==> src/design/mbd_ram.sv <==
// Generic single-port-write, registered-read memory.
`default_nettype none
module mbd_ram #(
	parameter int WIDTH = 8,
	parameter int DEPTH = 16
) (
	input  wire logic                     clk,
	input  wire logic                     we,
	input  wire logic [$clog2(DEPTH)-1:0] waddr,
	input  wire logic [WIDTH-1:0]         wdata,
	input  wire logic                     re,
	input  wire logic [$clog2(DEPTH)-1:0] raddr,
	output logic      [WIDTH-1:0]         rdata
);
	logic [WIDTH-1:0] mem [DEPTH];

	always_ff @(posedge clk) begin
		if (we) begin
			mem[waddr] <= wdata;
		end
		if (re) begin
			rdata <= mem[raddr];
		end
	end
endmodule
`default_nettype wire

==> config.mk <==
export PLATFORM = sky130hd
export DESIGN_NAME = mbd_ram
export DESIGN_NICKNAME = d
export VERILOG_FILES = /design/src/design/mbd_ram.sv
export SDC_FILE = /design/constraint.sdc
export NUM_CORES = 1
export LEC_CHECK = 0
export ABC_AREA = 1
export ABC_CLOCK_PERIOD_IN_PS = 1000
export BUFFER_PORTS_ARGS = -buffer_cell sky130_fd_sc_hd__buf_2
export CORE_UTILIZATION = 37
export CTS_BUF_LIST = sky130_fd_sc_hd__clkbuf_2 sky130_fd_sc_hd__clkbuf_4 sky130_fd_sc_hd__clkbuf_8
export DETAILED_ROUTE_END_ITERATION = 8
export GPL_TIMING_DRIVEN = 0
export MAX_ROUTING_LAYER = met4
export SYNTH_ARGS = -nofsm -noshare
export SYNTH_HDL_FRONTEND = slang
export SYNTH_SLANG_ARGS = --single-unit
export TNS_END_PERCENT = 1
==> constraint.sdc <==
create_clock -name clk -period 1 [get_ports clk]
set_input_delay 0.05 -clock clk [delete_from_list [all_inputs] [get_ports clk]]
set_output_delay 0.05 -clock clk [all_outputs]
set_load 0.01 [all_outputs]
* After elaboration in Yosys (flattened, before gate mapping)
Memory sizes are Yosys's and may differ from the RTL's. A register that Yosys moved wholly into a read port is not among the register bits. Cells that the tools add are included.
Word-level totals: flip-flop bits (word level) 0, bits in writable memories 128, input port bits 19, output and inout port bits 8, logic and storage cells 3, memories 1
Cells by class: muxes and demuxes 2
Memory list:
- mem | depth 16, width 8, read ports 1, clocked after memory_dff 1, write ports 1, line 15 | logic [WIDTH-1:0] mem [DEPTH];
Operators with widths (count):
- $mux 1 | 2

* Longest topological paths before layout
depth after elaboration 2, depth in mapped cells 8, mapped depth without buffers 7

* Worst setup path before layout
Ideal clock, no wire load.
path type in2reg, start point input port waddr[3], end point memory mem[4][0] (enable), setup time 370 ps, data arrival time 631 ps, required time 630 ps, setup slack -1 ps, cell stages on the path 2, buffers on the path 0, cell sequence nand3b_1 nor2_1
RTL lines:
- start: declaration | line 9 | input wire logic [$clog2(DEPTH)-1:0] waddr,
- end: declaration | line 15
No word-level cell before the write port.

==> key figures <==
Status
  – Run status: finished, violations left
  – Violations in the final reports: setup timing

Cells and area
  – # diodes: 0
  – Post-layout utilization of the core: 45.11%
  – Ratio of cells with drive above 1 in the final layout: between 20% and 30%
  – Number of standard cells in the final layout excluding fillers: just over 800
  – Area grow syn2layout: 18.17%
  – Total number of nets in the final design: 615

Route
  – Routed vias: 3858
  – Post-detailed-route via-to-cell ratio: ~4.7
  – Number of detailed-routing iterations run before antenna repair: 5
  – Total Wirelength: 14.28 mm
  – WL per Instance: between 15 and 20 um
  – 1st-iter DRT viols: between 300 and 400
  – Number of nets with antenna violations after detailed routing: 0
  – DRC errors left: 0

Clock tree
  – Clock slew seen by the registers of the worst setup and hold paths: approximately 0.07 ns
  – Deepest level of the CTS H-tree: 4
  – Sinks on the clock net: between 100 and 150
  – Root Driver: clkbuf_8
  – Clock latency on the worst-skew pair: 0.45 ns
  – Number of CTS-inserted buffers: 17
  – Post-CTS Setup Repair Bufs: 0
  – Longest Clk Path Bufs: 2
  – TritonCTS clock tree: done

Floorplan
  – Horizontal die dimension: ~130 um
  – Die area: roughly 16000 um^2
  – Placeable core region: ~15000 um^2
  – # IOs: 27
  – Starting Density: 38.18%
  – Floorplan row count: between 40 and 50
  – Die extent in y: between 100 and 150 um

Place
  – Placed cell count: about 790
  – Final Wtd Congestion: 0.8015
  – Dpl ws: -0.6176 ns
  – Number of port buffers: 23
  – Half-perimeter wire length after placement: between 9 and 10 mm

Timing
  – Fmax: between 800 and 900 MHz
  – Actual transition at the worst max-transition pin: 0.7649 ns
  – Worst-case headroom to the max-slew limit: about half
  – Number of endpoints failing setup at the final stage: 18
  – Period minus WS final: approximately 1.1 ns
  – Final-report hold violation count: 0
  – Final setup slack of the worst path: -0.1411 ns
  – Final critical-path share of the clock period: 114.1%
  – Final setup skew: between 0.009 and 0.01 ns
  – RSZ-0062 raised after global routing: yes
  – Number of pins with negative max-slew slack in the final report: 0

Power and ir drop
  – Power density over the cells: roughly 1700 nW/um^2
  – Peak supply drop: around 1000 uV
  – Static power due to leakage: between 0.002 and 0.003 uW

Yosys
  – Cells taking the most area after synthesis: edfxtp_1 (70%), nand2_1 (11%), nand3_1 (8.3%), inv_1 (6.4%), buf_6 (1.2%)
  – Count of flip-flops with a built-in enable after synthesis: 136
  – Area share of the largest cell type after synthesis: ~70%
  – Cell with the most instances after synthesis: nand2_1
  – Synthesized instance count: approximately 550
  – Post-Synthesis Mean Instance Area: around 11 um^2
  – Post-synthesis async set-or-reset flop share: 0%
  – Synthesized cell area: between 5000 and 6000 um^2
  – Syn Nets: between 500 and 600
  – FF+latch count, synth: roughly 140
  – Yosys cell types: 11
  – Share of the yosys chip area belonging to registers: about 70%
  – Most frequent cells after synthesis: nand2_1 (173), edfxtp_1 (136), inv_1 (100)
  – Synth warn: 0
  – Predominant post-synthesis flop cell: edfxtp_1
  – Largest area contributor in the netlist: edfxtp_1

Critical path
  – Critical Path Sink Type: flop
  – Critical Path Source Type: flop
  – Number of cells on the worst reg-to-reg path: 6
  – Termination of the worst setup path: rdata[5]
  – CP max FO: 1
  – Worst EP required: between 1 and 1.5 ns
  – Capturing point of the worst reg2reg path: rdata[5]
  – Critical path origin: mem[8][5]
  – Arrival time worst endpoint: between 1 and 1.5 ns
  – Worst reg2reg path startpoint: mem[8][5]
  – Register-to-register setup slack: -0.14 ns
  – Critical path class: reg -> reg

Global routing
  – Via count of the first global-routing pass: 3693
  – Maximum number of pins on one net before global-route repair: 17
  – Overflow left after global routing: 0
  – Number of antenna violations at the first check in global routing: 0
  – Global-route wire length before repair: around 22 mm
  – Global router's overall resource usage: between 10% and 20%

Job
  – Maxcap violations: 0

Worst hold path
  – Hold path startpoint: wdata[2]
  – Worst hold path type: in -> reg
cell usage in the layout (no fill, tap or decap):
cell type,instances
clkbuf_8,17
nor2_2,8
nand3b_1,2
inv_1,100
nand2_2,12
inv_2,2
nor2_1,9
nand3_2,42
clkinvlp_4,2
edfxtp_1,136
nand2_1,161
nand3_1,55
buf_1,1
buf_6,6
dlygate4sd3_1,3
buf_4,4
clkbuf_4,4
clkinv_2,4
bufinv_16,3
buf_2,36
clkinv_1,1
registers in the layout, indices dropped and copies added (netlist names):
register and cells:
rdata 8, mem 128
how the worst min path moves through the flow:
stage,to,depth (start not counted)
2_1_floorplan,mem[0][0],0
5_1_grt,mem[15][2],1
3_3_place_gp,rdata[1],1
3_5_place_dp,rdata[5],1
6_report,mem[8][2],1
4_1_cts,mem[0][2],1
per-layer routing:
metal,share of wire (%),up-vias,track usage [%]
met4,2.0,0,7.266
met2,47,126,29.93
met1,44,1838,26.03
li1,-,1871,-
met3,6.3,23,4.466
met5,0,-,-
critical path, cell delays in order, from the launching register on:
cell and delay (ns):
edfxtp_1 0.36, inv_1 0.06, nand2_1 0.06, nand3_2 0.09, nand3_1 0.11, nand3_2 0.14
nand2_2 0.07
area by class of cell:
| cell class | count | area [um^2] |
|---|---|---|
| inverters | 102 | 382.9 |
| multi-input cells | 289 | 1474 |
| plain buffers | 24 | 166.4 |
| clock buffers | 21 | 264.0 |
| repair buffers | 26 | 145.1 |
| well taps | 211 | 264.0 |
| flip-flops and latches | 136 | 4084 |
| fillers | 1436 | 8406 |
| clock inverters | 10 | 128.9 |
power breakdown:
group	internal (uW)	switching, uW	total [uW]	leakage (uW)
clock	2530	2010	4540	0.000201
combinational	280	660	940	0.00149
sequential	6420	28.6	6440	0.00124
total	9230	2700	11900	0.00293
stage by stage:
step	hold WS, ns	instance area (um^2)	total power [uW]	setup TNS, ns
after global placement	0.4133	6226	7397	-53.75
final	0.02213	6909	11930	-0.7923
after CTS	0.01649	6729	11940	-1.315
after global routing	0.008482	6909	12310	-2.904
after detailed placement	0.4210	6226	7412	-58.81
after floorplan	0.1489	5847	7034	-0.05405
cells by family (layout without fill, tap and decap cells):
kind of cell,count (synthesis),after routing,share of synthesized area [%]
DFF,136,136,69.85
buffers and inverters,126,183,9.394
and+or+nand+nor,289,289,20.76
repair_timing:
action,4_1_cts,5_1_grt
hold buffers,3,0
setup endpoints to repair,48,76
pin swaps,8,14
gates resized for setup,20,42
endpoints found under the hold margin,27,0
No activity file was read; power rests on OpenSTA's default activity.
